**src/rtl/srmve_pkg.sv**
```systemverilog
`timescale 1ns / 1ps

package srmve_pkg;

	localparam int POS_W = 17;
	localparam int CFG_IDX_W = 2;

	localparam logic [CFG_IDX_W-1:0] REG_DIMENSION = 2'd0;
	localparam logic [CFG_IDX_W-1:0] REG_ENTRY_TOTAL = 2'd1;

	localparam logic signed [48:0] SAT_HI = 49'sd2147483647;
	localparam logic signed [48:0] SAT_LO = -49'sd2147483648;

	typedef enum logic [2:0] {
		OP_SET_ROW     = 3'd0,
		OP_WRITE_ENTRY = 3'd1,
		OP_WRITE_X     = 3'd2,
		OP_WRITE_SUM   = 3'd3,
		OP_PRODUCT     = 3'd4,
		OP_TRANSPOSE   = 3'd5,
		OP_LOOKUP      = 3'd6,
		OP_SCALE       = 3'd7
	} op_t;

	typedef enum logic [3:0] {
		ST_IDLE,
		ST_CLR,
		ST_ROW_RD,
		ST_ROW_WT,
		ST_ENT_RD,
		ST_ENT_WT,
		ST_OPND_WT,
		ST_ACC,
		ST_OUT_RD,
		ST_OUT_WT,
		ST_EMIT,
		ST_SC_RD,
		ST_SC_WT,
		ST_SC_WR
	} st_t;

	typedef struct packed {
		logic [2:0]         opcode;
		logic [5:0]         row_index;
		logic [5:0]         column_index;
		logic [9:0]         entry_index;
		logic [10:0]        entry_count;
		logic signed [31:0] operand_value;
		logic               accumulate;
	} item_t;

	typedef struct packed {
		logic [5:0]         result_index;
		logic signed [31:0] result_value;
		logic               found;
		logic               last;
	} result_t;

	typedef struct packed {
		op_t                op;
		logic [5:0]         row;
		logic [5:0]         col;
		logic [9:0]         pos;
		logic [10:0]        cnt;
		logic signed [31:0] operand;
		logic               accumulate;
		logic               store_ok;
	} cmd_t;

	function automatic logic signed [31:0] sat32(input logic signed [48:0] v);
		logic signed [31:0] r;
		if (v > SAT_HI) begin
			r = 32'sh7fffffff;
		end else if (v < SAT_LO) begin
			r = 32'sh80000000;
		end else begin
			r = v[31:0];
		end
		return r;
	endfunction

endpackage

```
**src/rtl/srmve_front.sv**
```systemverilog
`timescale 1ns / 1ps

module srmve_front #(
	parameter int MAX_ROWS = 64,
	parameter int MAX_ENTRIES = 1024
) (
	input  logic             clk,
	input  logic             arst_n,
	input  logic             item_valid,
	output logic             item_stall,
	input  srmve_pkg::item_t item,
	output logic             cmd_valid,
	input  logic             cmd_pop,
	output srmve_pkg::cmd_t  cmd
);
	import srmve_pkg::*;

	cmd_t       cls;
	cmd_t       fifo_q [2];
	logic       wr_ptr_q;
	logic       rd_ptr_q;
	logic [1:0] cnt_q;
	logic       push;
	logic       pop;

	always_comb begin
		cls.op = op_t'(item.opcode);
		cls.row = item.row_index;
		cls.col = item.column_index;
		cls.pos = item.entry_index;
		cls.cnt = item.entry_count;
		cls.operand = item.operand_value;
		cls.accumulate = item.accumulate;
		unique case (cls.op) inside
			OP_SET_ROW, OP_WRITE_X, OP_WRITE_SUM: begin
				cls.store_ok = {1'b0, item.row_index} < 7'(MAX_ROWS);
			end
			OP_WRITE_ENTRY: begin
				cls.store_ok = POS_W'(item.entry_index) < POS_W'(MAX_ENTRIES);
			end
			default: begin
				cls.store_ok = 1'b0;
			end
		endcase
	end

	assign item_stall = (cnt_q == 2'd2);
	assign push = item_valid && !item_stall;
	assign cmd_valid = (cnt_q != 2'd0);
	assign pop = cmd_pop && cmd_valid;
	assign cmd = fifo_q[rd_ptr_q];

	always_ff @(posedge clk) begin
		if (push) begin
			fifo_q[wr_ptr_q] <= cls;
		end
	end

	always_ff @(posedge clk or negedge arst_n) begin
		if (!arst_n) begin
			wr_ptr_q <= 1'b0;
			rd_ptr_q <= 1'b0;
			cnt_q <= 2'd0;
		end else begin
			if (push) begin
				wr_ptr_q <= !wr_ptr_q;
			end
			if (pop) begin
				rd_ptr_q <= !rd_ptr_q;
			end
			if (push && !pop) begin
				cnt_q <= cnt_q + 2'd1;
			end else if (pop && !push) begin
				cnt_q <= cnt_q - 2'd1;
			end
		end
	end

endmodule

```
**config.mk**
```make
export PLATFORM = sky130hd
export DESIGN_NAME = srmve_front
export DESIGN_NICKNAME = d
export VERILOG_FILES = /design/src/rtl/srmve_pkg.sv /design/src/rtl/srmve_front.sv
export SDC_FILE = /design/constraint.sdc
export NUM_CORES = 1
export LEC_CHECK = 0
export BUFFER_PORTS_ARGS = -buffer_cell sky130_fd_sc_hd__buf_4
export CORE_ASPECT_RATIO = 0.6
export CORE_MARGIN = 2
export CORE_UTILIZATION = 47
export DETAILED_ROUTE_END_ITERATION = 6
export MAX_ROUTING_LAYER = met4
export PLACE_DENSITY = 0.87
export SYNTH_ARGS = -nofsm -noshare
export SYNTH_HDL_FRONTEND = slang
export SYNTH_SLANG_ARGS = --single-unit
```
**constraint.sdc**
```tcl
create_clock -name clk -period 4.1 [get_ports clk]
set_clock_uncertainty 0.2 [all_clocks]
set_input_delay 0.41 -clock clk [delete_from_list [all_inputs] [get_ports clk]]
set_output_delay 0.41 -clock clk [all_outputs]
set_load 0.05 [all_outputs]
```
==> out/summary.txt, run 1 <==
outcome = complete, no violations
largest net degree at the start of global routing = 71
initial core utilization = 0.4897
Mean Syn Cell Area = 23.56 sq um
Clock transition at path regs = 0.06 ns
routed vias = 2,966
placed cell area = 6780 sq um
Die H = 88.60 um
DR DRC count = 0
Worst-Margin Slew = 0.9961 ns
synth unique cells = 16
I/O pin total = 145
initial DRC count = 143
antenna violations before repair = 0
Fillers = 716
ANT nets after route = 0
Power Density = 808.9 nW/um^2
CP delay by family, top = flip-flops
hold crit path type = in -> reg
unrepaired setup endpoints after global routing = false
Post-DP HPWL = 6537 um
Slowest Stage Delay on Critical Path = 1.00 ns
Synth Instances = 238
synthesis warning total = 0
Root Buffer Master = clkbuf_16
Total Routed Length = 11,160 um
GR Overflow Total = 0
clock tree sinks = 144
final hold vios = 0
Switching Power = 2.529 mW
Nets = 539
Finished Layout Cells = 638
commonest non-fill, non-tap cells in the layout = buf_4 (145), edfxtp_1 (140), dlygate4sd3_1 (70)
Layout area overhead = 43.85%
Worst Setup End Kind = output port
FP Rows = 30
Switching Fraction = 0.3876
first-pass GRT wire length = 17,260 um
routed vias/inst = 4.649
Leakage = 3.250 nW
Final WS setup = 1.176 ns
Final min period = 2.924 ns
Clock Power Share = 0.230
Synth Net Count = 312
layout cells sized above 1 = 0.5251
Clock Path Buffers = 2
maximum vdd drop = 0.5031 mV
Achievable Freq = 342.0 MHz
max capacitance violation total = 0
Setup WS pre-CTS = 1.611 ns
Mapped Area = 5607 sq um
Slowest-stage cell, CP = dfrtp_4
internal power = 3.995 mW
worst-path fanout max = 47
setup total negative slack = 0 ns
Tot GR Track Use = 0.1894
DIE WIDTH = 145 um
Crit Path Class = reg -> out
Worst-Skew Late Latency = 0.40 ns
Core Region = 11,450 sq um
vias in the first global route = 3,265
WHS = 0.08410 ns
Comb power frac = 0.425
total number of H-tree levels = 4
Worst EP arrival = 2.31 ns
sequential share of power = 0.346
Slew headroom = 0.3359
Setup-failing EPs final = 0
ANT cells = 0
Placer Congestion = 0.7739
setup bufs post-CTS = 0
Slew Limit Fails = 0
I/O Buffers = 144
TritonCTS buffer count = 17
Die Area = 12,850 sq um
Data required, critical path = 3.49 ns
Inst Count DP = 536
Yosys reg bits = 144
worst path cell trace = buf_12 > mux2_4 > buf_4
most common cell after layout, fill and taps aside = buf_4
fin crit share = 0.7132
count of buffer and inverter cells on the critical path = 2
Layout Utilization = 0.7045
startpoint types = register
CTS tree = built
post-route design area = 8065 sq um
DRT Pass-1 Iters = 4
post-synthesis sequential area ratio = 0.7677
Total Power = 6.524 mW
DR WL/cell = 17.49 um
-- cell type report --
cell class	count	area (sq um)	share of cell area
Timing Repair Buffer	216	1809	0.2243
Multi-Input combinational cell	83	1152	0.1429
Clock inverter	15	158.9	0.01970
Clock buffer	17	425.4	0.05275
Sequential cell	144	4308	0.5341
Tap cell	160	200.2	0.02482
Inverter	3	11.26	0.001396
-- synth_stat cells --
| library cell | n | area (sq um) |
|---|---|---|
| dfrtp_1 | 4 | 100.1 |
| and3_1 | 1 | 6.260 |
| mux2_4 | 69 | 1036 |
| xnor2_1 | 3 | 26.28 |
| or2_2 | 1 | 6.260 |
| edfxtp_1 | 140 | 4204 |
| xor2_1 | 2 | 17.52 |
| buf_12 | 7 | 140.1 |
| mux2_2 | 1 | 11.26 |
| buf_6 | 1 | 11.26 |
| nand2_1 | 1 | 3.750 |
| nand2b_1 | 1 | 6.260 |
| nand2_2 | 1 | 6.260 |
| ha_1 | 1 | 12.51 |
| inv_1 | 3 | 11.26 |
| nor2_1 | 2 | 7.510 |
-- sequential cells by signal, summed over array words and instances, names as in the netlist --
signal,cells
fifo_q,140
cnt_q,2
rd_ptr_q,1
wr_ptr_q,1
-- layer usage --
metal  global-route usage  vias to the layer above  share of wire
li1                     -                     1389              -
met1               0.2182                     1431           0.41
met4              0.07291                        0         0.0082
met5                    -                        -              0
met3              0.07165                       11          0.095
met2               0.3082                      135           0.48
-- timing repair --
item                                   4_1_cts  5_1_grt
hold buffers                                70        0
resized for setup                            0        0
endpoints found under the hold margin      142        0
setup endpoints to repair                    0        0
-- path summary, 6_finish.rpt --
kind	depth (start not counted)	slack, ns	startpoint	end
worst min register to register	1	0.32	cnt_q[1]$_DFFE_PN0P_	cnt_q[1]$_DFFE_PN0P_
worst min-delay path	3	0.08	cmd_pop	rd_ptr_q$_DFFE_PN0P_
max in group asynchronous	2	3.43	arst_n	rd_ptr_q$_DFFE_PN0P_
worst max-delay path	3	1.18	rd_ptr_q$_DFFE_PN0P_	cmd[57]
worst max register to register	4	1.91	cnt_q[0]$_DFFE_PN0P_	fifo_q[0][58]$_DFFE_PP_
min in group asynchronous	2	0.15	arst_n	rd_ptr_q$_DFFE_PN0P_
-- logic make-up after synthesis --
kind of cell | after synthesis | share of synthesized area
flops | 144 | 0.7677
xor+xnor | 5 | 0.007812
fa+ha+maj | 1 | 0.002231
buf+inv | 11 | 0.02901
mux | 70 | 0.1868
simple gates | 7 | 0.006474
-- worst min-delay path: cells and delay by family --
kind	cells	cell delay (ns)
xor gates and xnor gates	1	0.06
buffers and inverters	1	0.11
and+or+nand+nor	1	0.07
-- power by group through the flow --
stage | registers [mW] | logic [mW] | clock network [mW]
after global placement | 2.26 | 2.69 | 0
after global routing | 2.29 | 2.89 | 1.60
after CTS | 2.26 | 2.78 | 1.53
after detailed placement | 2.29 | 2.72 | 0
final | 2.25 | 2.77 | 1.50
after floorplan | 2.13 | 2.28 | 0
Note: power is estimated with default switching activity, not from simulation.
==> inputs of run 2 (changes only) <==
--- a/config.mk
+++ b/config.mk
@@ -5,13 +5,14 @@
 export SDC_FILE = /design/constraint.sdc
 export NUM_CORES = 1
 export LEC_CHECK = 0
+export ABC_AREA = 1
 export BUFFER_PORTS_ARGS = -buffer_cell sky130_fd_sc_hd__buf_4
 export CORE_ASPECT_RATIO = 0.6
 export CORE_MARGIN = 2
-export CORE_UTILIZATION = 47
+export CORE_UTILIZATION = 52
 export DETAILED_ROUTE_END_ITERATION = 6
 export MAX_ROUTING_LAYER = met4
-export PLACE_DENSITY = 0.87
+export PLACE_DENSITY = 0.91
 export SYNTH_ARGS = -nofsm -noshare
 export SYNTH_HDL_FRONTEND = slang
 export SYNTH_SLANG_ARGS = --single-unit
==> constraint.sdc (replaced) <==
create_clock -name clk -period 2.7 [get_ports clk]
set_clock_uncertainty 0.2 [all_clocks]
set_input_delay 0.27 -clock clk [delete_from_list [all_inputs] [get_ports clk]]
set_output_delay 0.27 -clock clk [all_outputs]
set_load 0.05 [all_outputs]
==> run 2 against run 1 <==
Core utilization rose by 9.0 points. Via count rose by 28%. Highest routed layer unchanged. Worst setup slack got worse by 0.84 ns. Final area fell by 2.0%. Sequential share of layout area rose by 1.0 points.
==> out/summary.txt, run 2 <==
Power Density = 1295 nW/um^2
I/O pin total = 145
antenna violations before repair = 0
CTS tree = built
final hold vios = 0
Layout area overhead = 47.66%
Final min period = 2.362 ns
Slew headroom = 0.6302
DR WL/cell = 16.38 um
Max Used Layer = met4
unrepaired setup endpoints after global routing = false
fin crit share = 0.8748
Die Area = 11,150 sq um
initial DRC count = 213
maximum vdd drop = 0.8822 mV
Sequential cell area = 4305 sq um
max FFs per register = 140
sequential share of power = 0.316
layout cells sized above 1 = 0.2920
max capacitance violation total = 0
DIE WIDTH = 135.0 um
Clock transition at path regs = 0.06 ns
Comb power frac = 0.438
initial core utilization = 0.5382
Leakage = 3.389 nW
Mapped Area = 5355 sq um
Regs by FF count = fifo_q x140, cnt_q x2
Final WS setup = 0.3380 ns
Worst EP arrival = 1.89 ns
Worst-Margin Slew = 0.5546 ns
GR Overflow Total = 0
Switching Fraction = 0.4287
hold crit path type = in -> reg
I/O Buffers = 144
Nets = 698
most common library cells after synthesis = nand2_1 (220), edfxtp_1 (140), inv_1 (8), buf_2 (7), buf_6 (7)
Synth Instances = 398
commonest non-fill, non-tap cells in the layout = nand2_1 (220), buf_4 (150), edfxtp_1 (140)
routed vias = 3,795
Worst-Skew Late Latency = 0.40 ns
Total Routed Length = 12,640 um
Fillers = 546
Synth top area share = 0.7850
largest net degree at the start of global routing = 72
Crit Path Class = reg -> out
Root Buffer Master = clkbuf_16
most common cell after layout, fill and taps aside = nand2_1
Detail Route met3 WL = 986 um
FP Rows = 28
Mean Syn Cell Area = 13.46 sq um
Placer Congestion = 0.7801
DRT Pass-1 Iters = 4
ANT cells = 0
Setup WS pre-CTS = 0.7478 ns
Clock Path Buffers = 2
dominant synthesized flop cell = edfxtp_1
placed cell area = 6546 sq um
worst-path fanout max = 71
asr flop ratio synth = 0.02778
Post-DP HPWL = 6979 um
Setup-failing EPs final = 0
Yosys reg bits = 144
Worst Setup End Kind = output port
ANT nets after route = 0
Slew Limit Fails = 0
internal power = 5.852 mW
vias in the first global route = 3,853
Die H = 82.61 um
Layout Utilization = 0.7948
largest cells by area after synthesis = edfxtp_1 (79%), nand2_1 (15%), dfrtp_1 (1.9%)
routed length on met1 = 5107 um
post-CTS resize count = 0
Achievable Freq = 423.4 MHz
setup total negative slack = 0 ns
Switching Power = 4.391 mW
EDFF count, synth = 140
TritonCTS buffer count = 17
startpoint types = register
DR DRC count = 0
Data required, critical path = 2.23 ns
met2 wire len = 6394 um
largest area contributor in the netlist = edfxtp_1
Reg with most FFs = fifo_q
Multi-input gate area = 903.4 sq um
Core Region = 9950 sq um
most common cell in the synthesized netlist = nand2_1
routed vias/inst = 4.916
reg-to-reg slack, setup = 0.73 ns
post-route design area = 7908 sq um
Clock Power Share = 0.246
Tot GR Track Use = 0.2371
synth unique cells = 16
first-pass GRT wire length = 18,880 um
post-synthesis sequential area ratio = 0.8037
Synth Net Count = 472
outcome = complete, no violations
total number of H-tree levels = 4
clock tree sinks = 144
synthesis warning total = 0
## run 2: final cells by class
class,count,area share
well taps,135,0.02136
clock inverters,15,0.02722
inverters,9,0.005380
clock buffers,17,0.05380
multi-input cells,230,0.1142
flip-flops and latches,144,0.5445
repair buffers,222,0.2335
## run 2: path summary, 6_finish.rpt
kind,from,endpoint,cells past startpoint
worst max-delay path,rd_ptr_q$_DFFE_PN0P_,cmd[22],4
worst min-delay path,item_valid,wr_ptr_q$_DFFE_PN0N_,5
worst max register to register,cnt_q[1]$_DFFE_PN0P_,fifo_q[0][27]$_DFFE_PP_,6
worst min register to register,wr_ptr_q$_DFFE_PN0N_,wr_ptr_q$_DFFE_PN0N_,2
max in group asynchronous,arst_n,rd_ptr_q$_DFFE_PN0P_,3
min in group asynchronous,arst_n,cnt_q[0]$_DFFE_PN0P_,3
## run 2: cell families (layout without fill, tap and decap cells)
family | after synthesis | after routing | synth area share
buffers and inverters | 24 | 263 | 0.02991
DFF | 144 | 144 | 0.8037
and+or+nand+nor | 227 | 227 | 0.1614
xor gates and xnor gates | 1 | 1 | 0.001636
adders and majority gates | 1 | 1 | 0.002336
AOI/OAI and AO/OA | 1 | 1 | 0.0009337
## run 2: what timing repair did
item | CTS | global route
hold endpoints to repair | 145 | 0
setup buffers | 0 | 0
hold buffers | 72 | 0
## run 2: power by group through the flow
stage / clock network (mW) / registers (mW) / logic (mW)
final: 2.52 / 3.24 / 4.49
after global routing: 2.65 / 3.28 / 4.73
after CTS: 2.55 / 3.23 / 4.48
after detailed placement: 0 / 3.27 / 4.37
after global placement: 0 / 3.24 / 4.31
after floorplan: 0 / 3.20 / 3.19
## run 2: per-stage QoR
stage | cells | hold slack [ns] | power, mW
floorplan | 398 | -0.2256 | 6.389
global placement | 668 | -0.1242 | 7.549
detailed placement | 668 | -0.1242 | 7.640
CTS | 772 | 0.09806 | 10.27
global route | 772 | 0.1473 | 10.66
finish | 772 | 0.1135 | 10.24
## run 2: metal layers
metal | up-vias | GRT usage
met5 | - | -
met4 | 0 | 0.08125
met3 | 14 | 0.06227
met2 | 182 | 0.4076
met1 | 1809 | 0.2785
li1 | 1790 | -
## run 2: worst max-delay path: stages (launching register included)
cell     delay, ns
dfrtp_2       0.55
inv_6         0.46
nand2_1       0.15
nand2_1       0.11
buf_4         0.20
==> inputs of run 3 (changes only) <==
--- a/config.mk
+++ b/config.mk
@@ -7,12 +7,14 @@
 export LEC_CHECK = 0
 export ABC_AREA = 1
 export BUFFER_PORTS_ARGS = -buffer_cell sky130_fd_sc_hd__buf_4
+export CELL_PAD_IN_SITES_DETAIL_PLACEMENT = 1
+export CELL_PAD_IN_SITES_GLOBAL_PLACEMENT = 2
 export CORE_ASPECT_RATIO = 0.6
 export CORE_MARGIN = 2
-export CORE_UTILIZATION = 52
+export CORE_UTILIZATION = 34
 export DETAILED_ROUTE_END_ITERATION = 6
 export MAX_ROUTING_LAYER = met4
-export PLACE_DENSITY = 0.91
+export PLACE_DENSITY = 0.9
 export SYNTH_ARGS = -nofsm -noshare
 export SYNTH_HDL_FRONTEND = slang
 export SYNTH_SLANG_ARGS = --single-unit
==> run 3 against run 2 <==
Sequential share of layout area shrank 0.76 points. Power grew 0.27%. Highest routed layer unchanged. Clock power shrank 3%. Worst setup slack lost 0.023 ns. Critical path type unchanged.
==> out/summary.txt, run 3 (same netlist as run 2, synthesis figures left out) <==
max FFs per register = 140
Total Routed Length = 13,630 um
Data required, critical path = 2.23 ns
CTS tree = built
DR DRC count = 0
startpoint types = register
Regs by FF count = fifo_q x140, cnt_q x2
Placer Congestion = 0.7407
setup bufs post-CTS = 0
Total Power = 10.27 mW
Slew Limit Fails = 0
routed vias = 3,777
Worst-Skew Late Latency = 0.41 ns
sequential share of power = 0.314
fin crit share = 0.8835
FP Rows = 35
largest net degree at the start of global routing = 72
Layout area overhead = 49.77%
hold crit path type = in -> reg
Reg with most FFs = fifo_q
Worst Setup End Kind = output port
I/O Buffers = 144
Inst Count DP = 735
Clock transition at path regs = 0.05 ns
DRT Pass-1 Iters = 4
Setup-failing EPs final = 0
antenna violations before repair = 0
first-pass GRT wire length = 21,620 um
Slowest Stage Delay on Critical Path = 0.55 ns
outcome = complete, no violations
Slew headroom = 0.6352
Finished Layout Cells = 838
Clock Path Buffers = 2
commonest non-fill, non-tap cells in the layout = nand2_1 (220), buf_4 (144), edfxtp_1 (140)
Die Area = 16,800 sq um
post-CTS resize count = 0
dominant cell type by count on the critical path = nand2_1
most common cell after layout, fill and taps aside = nand2_1
routed vias/inst = 4.507
DIE WIDTH = 166.0 um
initial core utilization = 0.3484
Post-DP HPWL = 8283 um
TritonCTS buffer count = 17
Fillers = 1,539
internal power = 5.816 mW
worst-path fanout max = 71
clock tree sinks = 144
unrepaired setup endpoints after global routing = false
Core Region = 15,370 sq um
total number of H-tree levels = 4
Nets = 697
Tot GR Track Use = 0.1767
Post-CTS Hold Buffers = 72
layout cells sized above 1 = 0.2913
placed cell area = 6686 sq um
max capacitance violation total = 0
Die H = 101.2 um
GR Overflow Total = 0
I/O pin total = 145
Clock Power Share = 0.237
Comb power frac = 0.449
WHS = 0.1019 ns
maximum vdd drop = 0.6535 mV
Final min period = 2.385 ns
Achievable Freq = 419.2 MHz
Slowest-stage cell, CP = dfrtp_2
Switching Fraction = 0.4337
vias in the first global route = 4,101
Crit Path Class = reg -> out
setup total negative slack = 0 ns
Switching Power = 4.454 mW
Worst-Margin Slew = 0.5472 ns
initial DRC count = 186
ANT cells = 0
post-route design area = 8020 sq um
Power Density = 1281 nW/um^2
Leakage = 3.395 nW
final hold vios = 0
Worst EP arrival = 1.92 ns
Root Buffer Master = clkbuf_16
DR WL/cell = 16.26 um
ANT nets after route = 0
worst path cell trace = inv_6 > nand2_1 > nand2_1 > buf_4
==> run 3: worst max-delay path: cells and delay by family, from the launching register on <==
family / cells / cell delay [ns]
buffers and inverters: 2 / 0.67
DFF: 1 / 0.55
and+or+nand+nor: 2 / 0.25
==> run 3: final cells by class <==
type / instances / area, sq um / area share
clock buffer: 18 / 429.2 / 0.05351
clock inverter: 13 / 183.9 / 0.02293
inverter: 9 / 42.54 / 0.005304
multi-input combinational: 230 / 903.4 / 0.1126
sequential: 144 / 4305 / 0.5368
tap: 203 / 254.0 / 0.03167
timing repair buffer: 221 / 1902 / 0.2371
==> run 3: per-layer routing <==
metal,part of all wire,track usage,up-vias
li1,-,-,1786
met1,0.46,0.2161,1852
met2,0.47,0.2841,123
met3,0.054,0.04885,16
met4,0.013,0.06756,0
met5,0,-,-
==> run 3: metrics by stage <==
| step | utilization | setup slack, ns |
|---|---|---|
| after floorplan | - | 0.1593 |
| after global placement | 0.4350 | 0.7024 |
| after detailed placement | 0.4350 | 0.5885 |
| after CTS | 0.5218 | 0.2587 |
| after global routing | 0.5218 | 0.1486 |
| final | 0.5218 | 0.3145 |
==> run 3: worst paths after layout <==
kind                                 startpoint                       to  slack, ns  depth (start not counted)
hold reg to reg            cnt_q[1]$_DFFE_PN0P_     cnt_q[1]$_DFFE_PN0P_       0.30                          2
setup / recovery           rd_ptr_q$_DFFE_PN0P_                  cmd[54]       0.31                          4
setup reg to reg           cnt_q[0]$_DFFE_PN0P_  fifo_q[0][25]$_DFFE_PP_       0.59                          5
hold / removal                       item_valid     wr_ptr_q$_DFFE_PN0N_       0.10                          4
max in group asynchronous                arst_n     rd_ptr_q$_DFFE_PN0P_       1.46                          3
min in group asynchronous                arst_n     cnt_q[0]$_DFFE_PN0P_       0.62                          3
==> run 3: power by group through the flow <==
stage | clock network [mW] | logic (mW) | registers [mW]
2_1_floorplan | 0 | 3.19 | 3.20
3_3_place_gp | 0 | 4.46 | 3.24
3_5_place_dp | 0 | 4.55 | 3.27
4_1_cts | 2.50 | 4.65 | 3.23
5_1_grt | 2.59 | 4.90 | 3.27
6_report | 2.44 | 4.61 | 3.22
